[src/hdl/edb_pkg.sv]
package edb_pkg;

  localparam int COUNT_W    = 32;
  localparam int TARGET_W   = 32;
  localparam int LIMIT_W    = 11;
  localparam int NUM_W      = 10;
  localparam int CFG_DATA_W = 32;
  localparam int CFG_IDX_W  = 1;

  localparam logic [CFG_IDX_W-1:0] CFG_TARGET_DEPTH = 1'b0;
  localparam logic [CFG_IDX_W-1:0] CFG_BUCKET_LIMIT = 1'b1;

  localparam logic [TARGET_W-1:0] TARGET_RESET = 32'd1;
  localparam logic [LIMIT_W-1:0]  LIMIT_RESET  = 11'd1024;

  // Result queue geometry.
  localparam int Q_DEPTH = 4;
  localparam int Q_AW    = 2;
  localparam int Q_CW    = 3;

  typedef struct packed {
    logic push0;
    logic push1;
  } push_t;

endpackage

[src/hdl/edb_if.sv]
interface edb_in_if #(
  parameter int KW = 32
);
  logic                        valid;
  logic                        ready;
  logic signed [KW-1:0]        key_value;
  logic [edb_pkg::COUNT_W-1:0] item_count;
  logic                        last_item;

  modport source (output valid, key_value, item_count, last_item, input ready);
  modport sink   (input valid, key_value, item_count, last_item, output ready);
endinterface

interface edb_out_if #(
  parameter int KW = 32
);
  logic                        valid;
  logic                        ready;
  logic signed [KW-1:0]        bucket_low;
  logic signed [KW-1:0]        bucket_high;
  logic [edb_pkg::COUNT_W-1:0] bucket_depth;
  logic [edb_pkg::NUM_W-1:0]   bucket_number;
  logic                        final_bucket;

  modport source (output valid, bucket_low, bucket_high, bucket_depth, bucket_number,
                  final_bucket, input ready);
  modport sink   (input valid, bucket_low, bucket_high, bucket_depth, bucket_number,
                  final_bucket, output ready);
endinterface

[src/hdl/edb_core.sv]
module edb_core #(
  parameter int MAX_BUCKETS = 1024,
  parameter int KEY_WIDTH   = 32,
  parameter int RW          = 2 * KEY_WIDTH + edb_pkg::COUNT_W + edb_pkg::NUM_W + 1
) (
  input  logic                         clk,
  input  logic                         rst_n,
  input  logic [edb_pkg::TARGET_W-1:0] target_r,
  input  logic [edb_pkg::LIMIT_W-1:0]  limit_r,
  input  logic                         acc,
  input  logic [KEY_WIDTH-1:0]         key,
  input  logic [edb_pkg::COUNT_W-1:0]  cnt,
  input  logic                         last,
  output edb_pkg::push_t               push,
  output logic [RW-1:0]                res0,
  output logic [RW-1:0]                res1
);

  localparam int EW = $clog2(MAX_BUCKETS + 1);
  localparam int LW = (EW > edb_pkg::LIMIT_W) ? EW : edb_pkg::LIMIT_W;
  localparam int CW = edb_pkg::COUNT_W;
  localparam logic [LW-1:0] MAXB = LW'(MAX_BUCKETS);

  typedef struct packed {
    logic                 v;
    logic [KEY_WIDTH-1:0] lo;
    logic [KEY_WIDTH-1:0] hi;
    logic [CW-1:0]        dep;
  } emit_t;

  // True when the emitted count plus add leaves only the overflow bucket.
  function automatic logic is_ovf(input logic [EW-1:0] e, input logic [1:0] add,
                                  input logic [LW-1:0] lim);
    logic [LW+1:0] s;
    s = (LW+2)'(e) + (LW+2)'(add) + (LW+2)'(1);
    return s >= (LW+2)'(lim);
  endfunction

  logic                 open_r, open_nxt;
  logic [KEY_WIDTH-1:0] low_r, low_nxt;
  logic [KEY_WIDTH-1:0] prev_r, prev_nxt;
  logic [CW-1:0]        run_r, run_nxt;
  logic [EW-1:0]        emit_cnt_r, emit_cnt_nxt;

  logic [CW-1:0] tgt;
  logic [LW-1:0] lim_ext, lim;
  logic          ovf0, ovf1, ovf_f;
  logic [CW:0]   upper, over;
  logic [CW-1:0] under, upper_sat;
  logic          c_ge;
  logic [1:0]    n_pre;
  emit_t         em1, em2, emf, r0, r1;
  logic          fin0, fin1;

  assign tgt     = (target_r == '0) ? CW'(1) : target_r;
  assign lim_ext = LW'(limit_r);
  assign lim     = (lim_ext == '0) ? LW'(1) : ((lim_ext > MAXB) ? MAXB : lim_ext);

  assign upper     = {1'b0, run_r} + {1'b0, cnt};
  assign under     = tgt - run_r;
  assign over      = upper - {1'b0, tgt};
  assign upper_sat = upper[CW] ? '1 : upper[CW-1:0];
  assign c_ge      = cnt >= tgt;
  assign ovf0      = is_ovf(emit_cnt_r, 2'd0, lim);
  assign ovf1      = is_ovf(emit_cnt_r, 2'd1, lim);

  always_comb begin
    open_nxt = open_r;
    low_nxt  = low_r;
    prev_nxt = prev_r;
    run_nxt  = run_r;
    em1      = '0;
    em2      = '0;
    emf      = '0;
    if (!open_r) begin
      if (!ovf0 && c_ge) begin
        em1 = '{v: 1'b1, lo: key, hi: key, dep: cnt};
      end else begin
        open_nxt = 1'b1;
        low_nxt  = key;
        prev_nxt = key;
        run_nxt  = cnt;
      end
    end else if (ovf0) begin
      run_nxt  = upper_sat;
      prev_nxt = key;
    end else if (upper < {1'b0, tgt}) begin
      run_nxt  = upper[CW-1:0];
      prev_nxt = key;
    end else if (upper == {1'b0, tgt}) begin
      em1      = '{v: 1'b1, lo: low_r, hi: key, dep: upper[CW-1:0]};
      open_nxt = 1'b0;
      run_nxt  = '0;
    end else if (run_r <= tgt && {1'b0, under} <= over) begin
      // Closing before the crossing item is at least as close to the target.
      // A running depth already past the target always closes after the item.
      em1      = '{v: 1'b1, lo: low_r, hi: prev_r, dep: run_r};
      open_nxt = 1'b0;
      run_nxt  = '0;
      if (!ovf1 && c_ge) begin
        em2 = '{v: 1'b1, lo: key, hi: key, dep: cnt};
      end else begin
        open_nxt = 1'b1;
        low_nxt  = key;
        prev_nxt = key;
        run_nxt  = cnt;
      end
    end else begin
      em1      = '{v: 1'b1, lo: low_r, hi: key, dep: upper_sat};
      open_nxt = 1'b0;
      run_nxt  = '0;
    end

    n_pre = {1'b0, em1.v} + {1'b0, em2.v};
    ovf_f = is_ovf(emit_cnt_r, n_pre, lim);

    // An empty overflow bucket is dropped at the end of the stream.
    if (last && open_nxt && !(ovf_f && run_nxt == '0)) begin
      emf = '{v: 1'b1, lo: low_nxt, hi: prev_nxt, dep: run_nxt};
    end

    if (last) begin
      open_nxt     = 1'b0;
      run_nxt      = '0;
      emit_cnt_nxt = '0;
    end else begin
      emit_cnt_nxt = EW'({1'b0, emit_cnt_r} + (EW+1)'(n_pre));
    end
  end

  // A second emit only ever follows a first one.
  assign r0   = em1.v ? em1 : emf;
  assign r1   = em1.v ? (em2.v ? em2 : emf) : '0;
  assign fin1 = last && r1.v;
  assign fin0 = last && !r1.v;

  assign res0 = {r0.lo, r0.hi, r0.dep, edb_pkg::NUM_W'(emit_cnt_r), fin0};
  assign res1 = {r1.lo, r1.hi, r1.dep,
                 edb_pkg::NUM_W'({1'b0, emit_cnt_r} + (EW+1)'(1)), fin1};

  assign push.push0 = acc && r0.v;
  assign push.push1 = acc && r1.v;

  always_ff @(posedge clk) begin
    if (!rst_n) begin
      open_r     <= 1'b0;
      run_r      <= '0;
      emit_cnt_r <= '0;
      low_r      <= '0;
      prev_r     <= '0;
    end else if (acc) begin
      open_r     <= open_nxt;
      run_r      <= run_nxt;
      emit_cnt_r <= emit_cnt_nxt;
      low_r      <= low_nxt;
      prev_r     <= prev_nxt;
    end
  end

endmodule

[src/hdl/edb_fifo.sv]
module edb_fifo #(
  parameter int W = 107
) (
  input  logic           clk,
  input  logic           rst_n,
  input  edb_pkg::push_t push,
  input  logic [W-1:0]   din0,
  input  logic [W-1:0]   din1,
  output logic           space,
  output logic           out_valid,
  input  logic           out_ready,
  output logic [W-1:0]   dout
);

  logic [W-1:0]               mem [edb_pkg::Q_DEPTH];
  logic [edb_pkg::Q_AW-1:0]   wr_ptr_r, rd_ptr_r;
  logic [edb_pkg::Q_CW-1:0]   count_r, count_nxt;
  logic                       pop;
  logic [edb_pkg::Q_CW-1:0]   n_push;

  assign pop       = out_valid && out_ready;
  assign n_push    = edb_pkg::Q_CW'(push.push0) + edb_pkg::Q_CW'(push.push1);
  assign count_nxt = count_r + n_push - edb_pkg::Q_CW'(pop);
  assign out_valid = count_r != '0;
  assign dout      = mem[rd_ptr_r];
  // Room for the two results that one transaction can produce.
  assign space     = count_r <= edb_pkg::Q_CW'(edb_pkg::Q_DEPTH - 2);

  always_ff @(posedge clk) begin
    if (push.push0) begin
      mem[wr_ptr_r] <= din0;
    end
    if (push.push1) begin
      mem[wr_ptr_r + edb_pkg::Q_AW'(1)] <= din1;
    end
  end

  always_ff @(posedge clk) begin
    if (!rst_n) begin
      wr_ptr_r <= '0;
      rd_ptr_r <= '0;
      count_r  <= '0;
    end else begin
      wr_ptr_r <= wr_ptr_r + edb_pkg::Q_AW'(n_push);
      rd_ptr_r <= rd_ptr_r + edb_pkg::Q_AW'(pop);
      count_r  <= count_nxt;
    end
  end

endmodule

[src/hdl/equi_depth_bucket_builder.sv]
// Equi-depth bucket builder.
// in_bus carries sorted (key_value, item_count, last_item) items; out_bus carries one
// bucket per transaction: bucket_low, bucket_high, bucket_depth, bucket_number and
// final_bucket on the last bucket of a histogram.
// The cfg port writes target_depth (index 0) and bucket_limit (index 1);
// write it only while no results are pending.
// Each item is handled in the cycle it is accepted, against the running bucket state,
// and its results are written into a four-entry result queue. A bucket appears on
// out_bus from the queue's registers once the buckets ahead of it have been taken.
// Throughput is one item per cycle while in_bus.ready is high. An item that closes
// two buckets takes two output transactions, so the output channel sets the sustained
// rate at one bucket per cycle while out_bus.ready is high. in_bus.ready is high while
// the queue has room for two results; when the receiver stalls, in_bus.ready drops as
// soon as more than two results are waiting. Reset empties the queue, clears the bucket
// state and restores target_depth to 1 and bucket_limit to 1024.
module equi_depth_bucket_builder #(
  parameter int MAX_BUCKETS = 1024,
  parameter int KEY_WIDTH   = 32
) (
  input  logic                           clk,
  input  logic                           rst_n,
  edb_in_if.sink                         in_bus,
  edb_out_if.source                      out_bus,
  input  logic                           cfg_we,
  input  logic [edb_pkg::CFG_IDX_W-1:0]  cfg_index,
  input  logic [edb_pkg::CFG_DATA_W-1:0] cfg_data
);

  localparam int RW = 2 * KEY_WIDTH + edb_pkg::COUNT_W + edb_pkg::NUM_W + 1;

  logic [edb_pkg::TARGET_W-1:0] target_r;
  logic [edb_pkg::LIMIT_W-1:0]  limit_r;
  logic                         acc;
  logic                         space;
  edb_pkg::push_t               push;
  logic [RW-1:0]                res0, res1, dout;

  always_ff @(posedge clk) begin
    if (!rst_n) begin
      target_r <= edb_pkg::TARGET_RESET;
      limit_r  <= edb_pkg::LIMIT_RESET;
    end else if (cfg_we) begin
      case (cfg_index)
        edb_pkg::CFG_TARGET_DEPTH: target_r <= cfg_data[edb_pkg::TARGET_W-1:0];
        edb_pkg::CFG_BUCKET_LIMIT: limit_r  <= cfg_data[edb_pkg::LIMIT_W-1:0];
        default: ;
      endcase
    end
  end

  assign in_bus.ready = space;
  assign acc          = in_bus.valid && space;

  edb_core #(
    .MAX_BUCKETS (MAX_BUCKETS),
    .KEY_WIDTH   (KEY_WIDTH),
    .RW          (RW)
  ) u_core (
    .clk      (clk),
    .rst_n    (rst_n),
    .target_r (target_r),
    .limit_r  (limit_r),
    .acc      (acc),
    .key      (in_bus.key_value),
    .cnt      (in_bus.item_count),
    .last     (in_bus.last_item),
    .push     (push),
    .res0     (res0),
    .res1     (res1)
  );

  edb_fifo #(
    .W (RW)
  ) u_fifo (
    .clk       (clk),
    .rst_n     (rst_n),
    .push      (push),
    .din0      (res0),
    .din1      (res1),
    .space     (space),
    .out_valid (out_bus.valid),
    .out_ready (out_bus.ready),
    .dout      (dout)
  );

  assign {out_bus.bucket_low, out_bus.bucket_high, out_bus.bucket_depth,
          out_bus.bucket_number, out_bus.final_bucket} = dout;

endmodule

[src/flat_wrapper.sv]
// flat-port wrapper written by rule: the top's interface ports become plain ports
module equi_depth_bucket_builder_flat 
#(
  parameter int MAX_BUCKETS = 1024,
  parameter int KEY_WIDTH   = 32
)
  (clk, rst_n, cfg_we, cfg_index, cfg_data, in_bus_valid, in_bus_key_value, in_bus_item_count, in_bus_last_item, in_bus_ready, out_bus_valid, out_bus_bucket_low, out_bus_bucket_high, out_bus_bucket_depth, out_bus_bucket_number, out_bus_final_bucket, out_bus_ready);
  edb_in_if in_bus_i ();
  edb_out_if out_bus_i ();
  input  logic clk;
  input  logic rst_n;
  input  logic cfg_we;
  input  logic [edb_pkg::CFG_IDX_W-1:0] cfg_index;
  input  logic [edb_pkg::CFG_DATA_W-1:0] cfg_data;
  input wire logic [$bits(in_bus_i.valid)-1:0] in_bus_valid;
  input wire logic [$bits(in_bus_i.key_value)-1:0] in_bus_key_value;
  input wire logic [$bits(in_bus_i.item_count)-1:0] in_bus_item_count;
  input wire logic [$bits(in_bus_i.last_item)-1:0] in_bus_last_item;
  output wire logic [$bits(in_bus_i.ready)-1:0] in_bus_ready;
  output wire logic [$bits(out_bus_i.valid)-1:0] out_bus_valid;
  output wire logic [$bits(out_bus_i.bucket_low)-1:0] out_bus_bucket_low;
  output wire logic [$bits(out_bus_i.bucket_high)-1:0] out_bus_bucket_high;
  output wire logic [$bits(out_bus_i.bucket_depth)-1:0] out_bus_bucket_depth;
  output wire logic [$bits(out_bus_i.bucket_number)-1:0] out_bus_bucket_number;
  output wire logic [$bits(out_bus_i.final_bucket)-1:0] out_bus_final_bucket;
  input wire logic [$bits(out_bus_i.ready)-1:0] out_bus_ready;
  assign in_bus_i.valid = in_bus_valid;
  assign in_bus_i.key_value = in_bus_key_value;
  assign in_bus_i.item_count = in_bus_item_count;
  assign in_bus_i.last_item = in_bus_last_item;
  assign in_bus_ready = in_bus_i.ready;
  assign out_bus_valid = out_bus_i.valid;
  assign out_bus_bucket_low = out_bus_i.bucket_low;
  assign out_bus_bucket_high = out_bus_i.bucket_high;
  assign out_bus_bucket_depth = out_bus_i.bucket_depth;
  assign out_bus_bucket_number = out_bus_i.bucket_number;
  assign out_bus_final_bucket = out_bus_i.final_bucket;
  assign out_bus_i.ready = out_bus_ready;
  equi_depth_bucket_builder #(.MAX_BUCKETS(MAX_BUCKETS), .KEY_WIDTH(KEY_WIDTH)) u_core (.clk(clk), .rst_n(rst_n), .in_bus(in_bus_i), .out_bus(out_bus_i), .cfg_we(cfg_we), .cfg_index(cfg_index), .cfg_data(cfg_data));
endmodule
[config.mk]
export PLATFORM = sky130hd
export DESIGN_NAME = equi_depth_bucket_builder_flat
export DESIGN_NICKNAME = d
export VERILOG_FILES = /design/src/hdl/edb_pkg.sv /design/src/hdl/edb_if.sv /design/src/hdl/edb_core.sv /design/src/hdl/edb_fifo.sv /design/src/hdl/equi_depth_bucket_builder.sv /design/src/flat_wrapper.sv
export SDC_FILE = /design/constraint.sdc
export NUM_CORES = 2
export LEC_CHECK = 0
export BUFFER_PORTS_ARGS = -buffer_cell sky130_fd_sc_hd__buf_2
export CORE_MARGIN = 1.5
export CORE_UTILIZATION = 45
export DETAILED_ROUTE_END_ITERATION = 7
export PLACE_DENSITY = 0.63
export SLEW_MARGIN = 10
export SYNTH_ARGS = -nofsm -noshare
export SYNTH_HDL_FRONTEND = slang
export SYNTH_SLANG_ARGS = --single-unit
[constraint.sdc]
create_clock -name clk -period 37.1 [get_ports clk]
set_clock_uncertainty 0.2 [all_clocks]
set_input_delay 1.855 -clock clk [delete_from_list [all_inputs] [get_ports clk]]
set_output_delay 1.855 -clock clk [all_outputs]
set_load 0.02 [all_outputs]
==> results.md <==
- In the final timing run, aggregate negative setup slack is 0 ns.
- The fraction of final layout cells with drive strength greater than 1 is 14.4%.
- Gates resized during post-CTS repair numbered 0.
- After clock tree synthesis, the clock-pin slew on the worst setup and hold paths is 0.06 ns.
- The via count of the first global-routing pass is 31481.
- From left edge to right edge, the die measures 295 um.
- In this run, the clock network consumes about 28% of the power.
- Summing the areas of all compound-gate instances in the mapped netlist gives between 20% and 30% of the synthesized area.
- In this run the deepest clock path goes through 3 buffers.
- The final net count is 4126.
- The first global-routing pass estimated between 150000 and 200000 um of wire.
- The cell taking the most area after synthesis is sky130_fd_sc_hd__edfxtp_1.
- TritonCTS built the clock tree.
- Sequential elements use a little over two fifths of the synthesized area.
- The top cell type's share of synthesized area is 33.4%.
- The via density per instance is around 6.5.
- The die is ~300 um tall.
- Net switching is 38.8% of the power.
- The total leakage power is 14.8 nW.
- During placement, the flow inserted port buffers numbering 211.
- The final core utilization is 50.2%.
- The kind of critical path is in -> reg.
- The sum of overflow across all layers after global routing is 0.
- The pin count of the biggest net entering global routing is 97.
- The critical path's slowest cell is sky130_fd_sc_hd__buf_4.
- Of all nets on the critical path, the largest fanout is 72.
- STA puts the critical path data required time at 37.15 ns.
- The CTS buffer count is 70.
- The number of buffers added for setup after CTS is 0.
- The internal portion of total power is ~1.5 mW.
- The initial utilization of the core area, before any placement, comes to 45.3%.
- The routed wire length is 134000 um.
- Counting every sink on the clock net gives 586.
- The placeable core region is 84900 um2.
- After Yosys synthesis, full adders, half adders and majority gates account for under 10% of the synthesized area.
- At the pin with the least slew margin, the transition time is 1.31 ns.
- At the end of routability-driven placement, the weighted congestion stood at 0.935.
- The area enclosed by the die boundary is 87200 um2.
- The simple-gate share of the synthesized area is between 10% and 20%.
- The first detailed-routing pass ran for 6 iterations.
- The most frequent standard cell in the layout excluding fill and tap cells is sky130_fd_sc_hd__o211ai_1.
- The via count is roughly 33000.
- The number of top-level design ports is 212.
- For the worst-skew pair, the clock arrives at the later sink with an insertion delay of 0.63 ns.
- The final number of hold-violating endpoints is 0.
- The xor-xnor portion of the synthesized cell area is 3.53%.
- In the layout the commonest cells are sky130_fd_sc_hd__o211ai_1, sky130_fd_sc_hd__edfxtp_1, sky130_fd_sc_hd__nand2_1.
- The cell that appears most often on the critical path is sky130_fd_sc_hd__a21o_1.
- Max-cap violations in this run came to 0.
- Of the total power, registers draw 33.5%.
- The number of H-tree levels is 3.
- Dividing total power by cell area gives a power density of ~60 nW/um2.
- After synthesis the netlist holds a flip-flop and latch count of 586.
- The maximum clock frequency is 57.8 MHz.
- In this run, synthesis inferred 428 flip-flops with an integrated enable.
- The library cell used as clock root buffer is sky130_fd_sc_hd__clkbuf_16.
- The leading register cell type out of synthesis is sky130_fd_sc_hd__edfxtp_1.
- STA classifies the critical path endpoint as a flip-flop.
- The number of hold buffers added after CTS was 0.
- The share of flip-flops with an asynchronous set or reset is 0%.
- Setup repair after global routing left no endpoint under its margin.
- The biggest cell delay along the critical path is 0.83 ns.
- The worst-case IR drop observed on VDD is ~0.000043 V.
- The number of distinct library cells after synthesis is 94.
- The clock period could shrink to roughly 17 ns.
- Setup violations remaining at the end of the flow were counted as 0.
- In this run the core area contains 107 standard-cell rows.
- The post-route clock period utilization is 46.7%.
- The average footprint of a synthesized cell is 10.1 um2.
- The net count after synthesis is 4114.
- The run finished with clean final reports.
- After synthesis the cells add up to slightly below 40000 um2.
- The first routing iteration left a little under 4000 violations.
- The number of pins with negative max-slew slack in the final report is 0.
- The main combinational cell family by area after synthesis is compound AO/OA/AOI/OAI gates.
- The endpoint arrival time on the critical path is ~17 ns.
- The sum of net half-perimeters after detailed placement is 86800 um.
- In this run the worst hold path is classified as reg -> reg.
- Measured against the total synthesized area, the mux share comes to 7.49%.
- The cell count after synthesis came out at 3800.
- By area the synthesized netlist is led by sky130_fd_sc_hd__edfxtp_1, sky130_fd_sc_hd__o211ai_1, sky130_fd_sc_hd__dfxtp_1, sky130_fd_sc_hd__ha_1, sky130_fd_sc_hd__mux4_2.
- The growth of design area from synthesis to finish is 10.8%.
- The global routing usage summed across all routing layers is about 30%.
- The worst relative slew slack is 12.2%.
- The initial antenna violation count is 4.
- After detailed routing, the number of remaining DRC violations is 0.
- The warning count from the yosys run is 0.
- In this run the remaining antenna-violating nets after routing total 0.
- The startpoint class of the critical path is an input pin.
- After detailed routing, the average wire length per cell comes to between 20 and 30 um.
- The combinational fraction of design power is between 30% and 40%.
- The analysis attributes to net switching a power of between 0.9 and 1 mW.
## path summary, 6_finish.rpt
path	startpoint	end	slack (ns)	depth (start not counted)
setup reg to reg	u_core.u_core.run_r[0]	u_core.u_fifo.mem[1][95]	20.79	58
setup / recovery	in_bus_item_count[4]	u_core.u_fifo.mem[1][95]	19.79	56
hold reg to reg	u_core.u_core.prev_r[8]	u_core.u_core.prev_r[8]	0.26	2
hold / removal	u_core.u_core.prev_r[8]	u_core.u_core.prev_r[8]	0.26	2
## synthesized netlist by cell type, drive strengths merged, types with 111 or more instances
cell	number
o21ai	169
clkbuf	258
ha	205
nand2	426
a21oi	183
inv	156
xnor2	111
a21boi	116
edfxtp	428
dfxtp	158
nor2	118
o211ai	472
## area by class of cell
class | instances | area [um2]
clock buffers | 95 | 1900
repair buffers | 277 | 1550
fillers | 7857 | 42300
well taps | 1144 | 1430
flip-flops and latches | 586 | 16000
multi-input cells | 2719 | 20700
inverters | 158 | 593
diodes | 1 | 2.50
clock inverters | 35 | 387
## per-layer routing
layer / vias up / GRT usage [%] / share of wire [%]
li1: 14718 / - / -
met1: 15810 / 39.7 / 40
met2: 1781 / 49.0 / 46
met3: 369 / 4.89 / 9.2
met4: 6 / 13.6 / 4.4
met5: - / 0 / 0.027
## sequential cells by signal, summed over array words and instances (netlist names), 3 cells and up
| signal | cells |
|---|---|
| u_core.limit_r | 11 |
| u_core.target_r | 32 |
| u_core.u_core.emit_cnt_r | 11 |
| u_core.u_core.low_r | 32 |
| u_core.u_core.prev_r | 32 |
| u_core.u_core.run_r | 32 |
| u_core.u_fifo.count_r | 3 |
| u_core.u_fifo.mem | 428 |
## cell families (layout without fill, tap and decap cells)
logic type,count (synthesis),count (layout)
AOI/OAI and AO/OA,1364,1364
xor gates and xnor gates,155,155
adders and majority gates,211,211
buffers and inverters,495,565
DFF,586,586
muxes,154,154
other,0,1
and+or+nand+nor,835,835
## per-stage QoR
step | setup WS, ns | instance area (um2) | power, mW | hold slack, ns | instances
2_1_floorplan | 19.07 | 38500 | 1.49 | 0.239 | 3800
3_3_place_gp | 19.53 | 40300 | 1.81 | 0.251 | 4884
3_5_place_dp | 19.26 | 40300 | 1.81 | 0.258 | 4884
4_1_cts | 19.91 | 42600 | 2.50 | 0.266 | 5014
5_1_grt | 18.86 | 42600 | 2.61 | 0.278 | 5014
6_report | 19.79 | 42600 | 2.50 | 0.262 | 5015
## power by group through the flow
stage / clock network, mW / registers [mW] / logic, mW
final: 0.690 / 0.838 / 0.976
after global placement: 0 / 0.849 / 0.957
after detailed placement: 0 / 0.851 / 0.963
after CTS: 0.695 / 0.838 / 0.966
after floorplan: 0 / 0.841 / 0.652
after global routing: 0.719 / 0.844 / 1.05
## critical path, delay by kind of cell
family	cells	cell delay (ns)
AO/OA/AOI/OAI	29	6.72
XOR/XNOR	1	0.27
adder cells (fa/ha/maj)	7	2.23
buffers and inverters	10	3.54
multiplexers	1	0.21
AND/OR/NAND/NOR	8	2.36
Note: power is estimated with default switching activity, not from simulation.
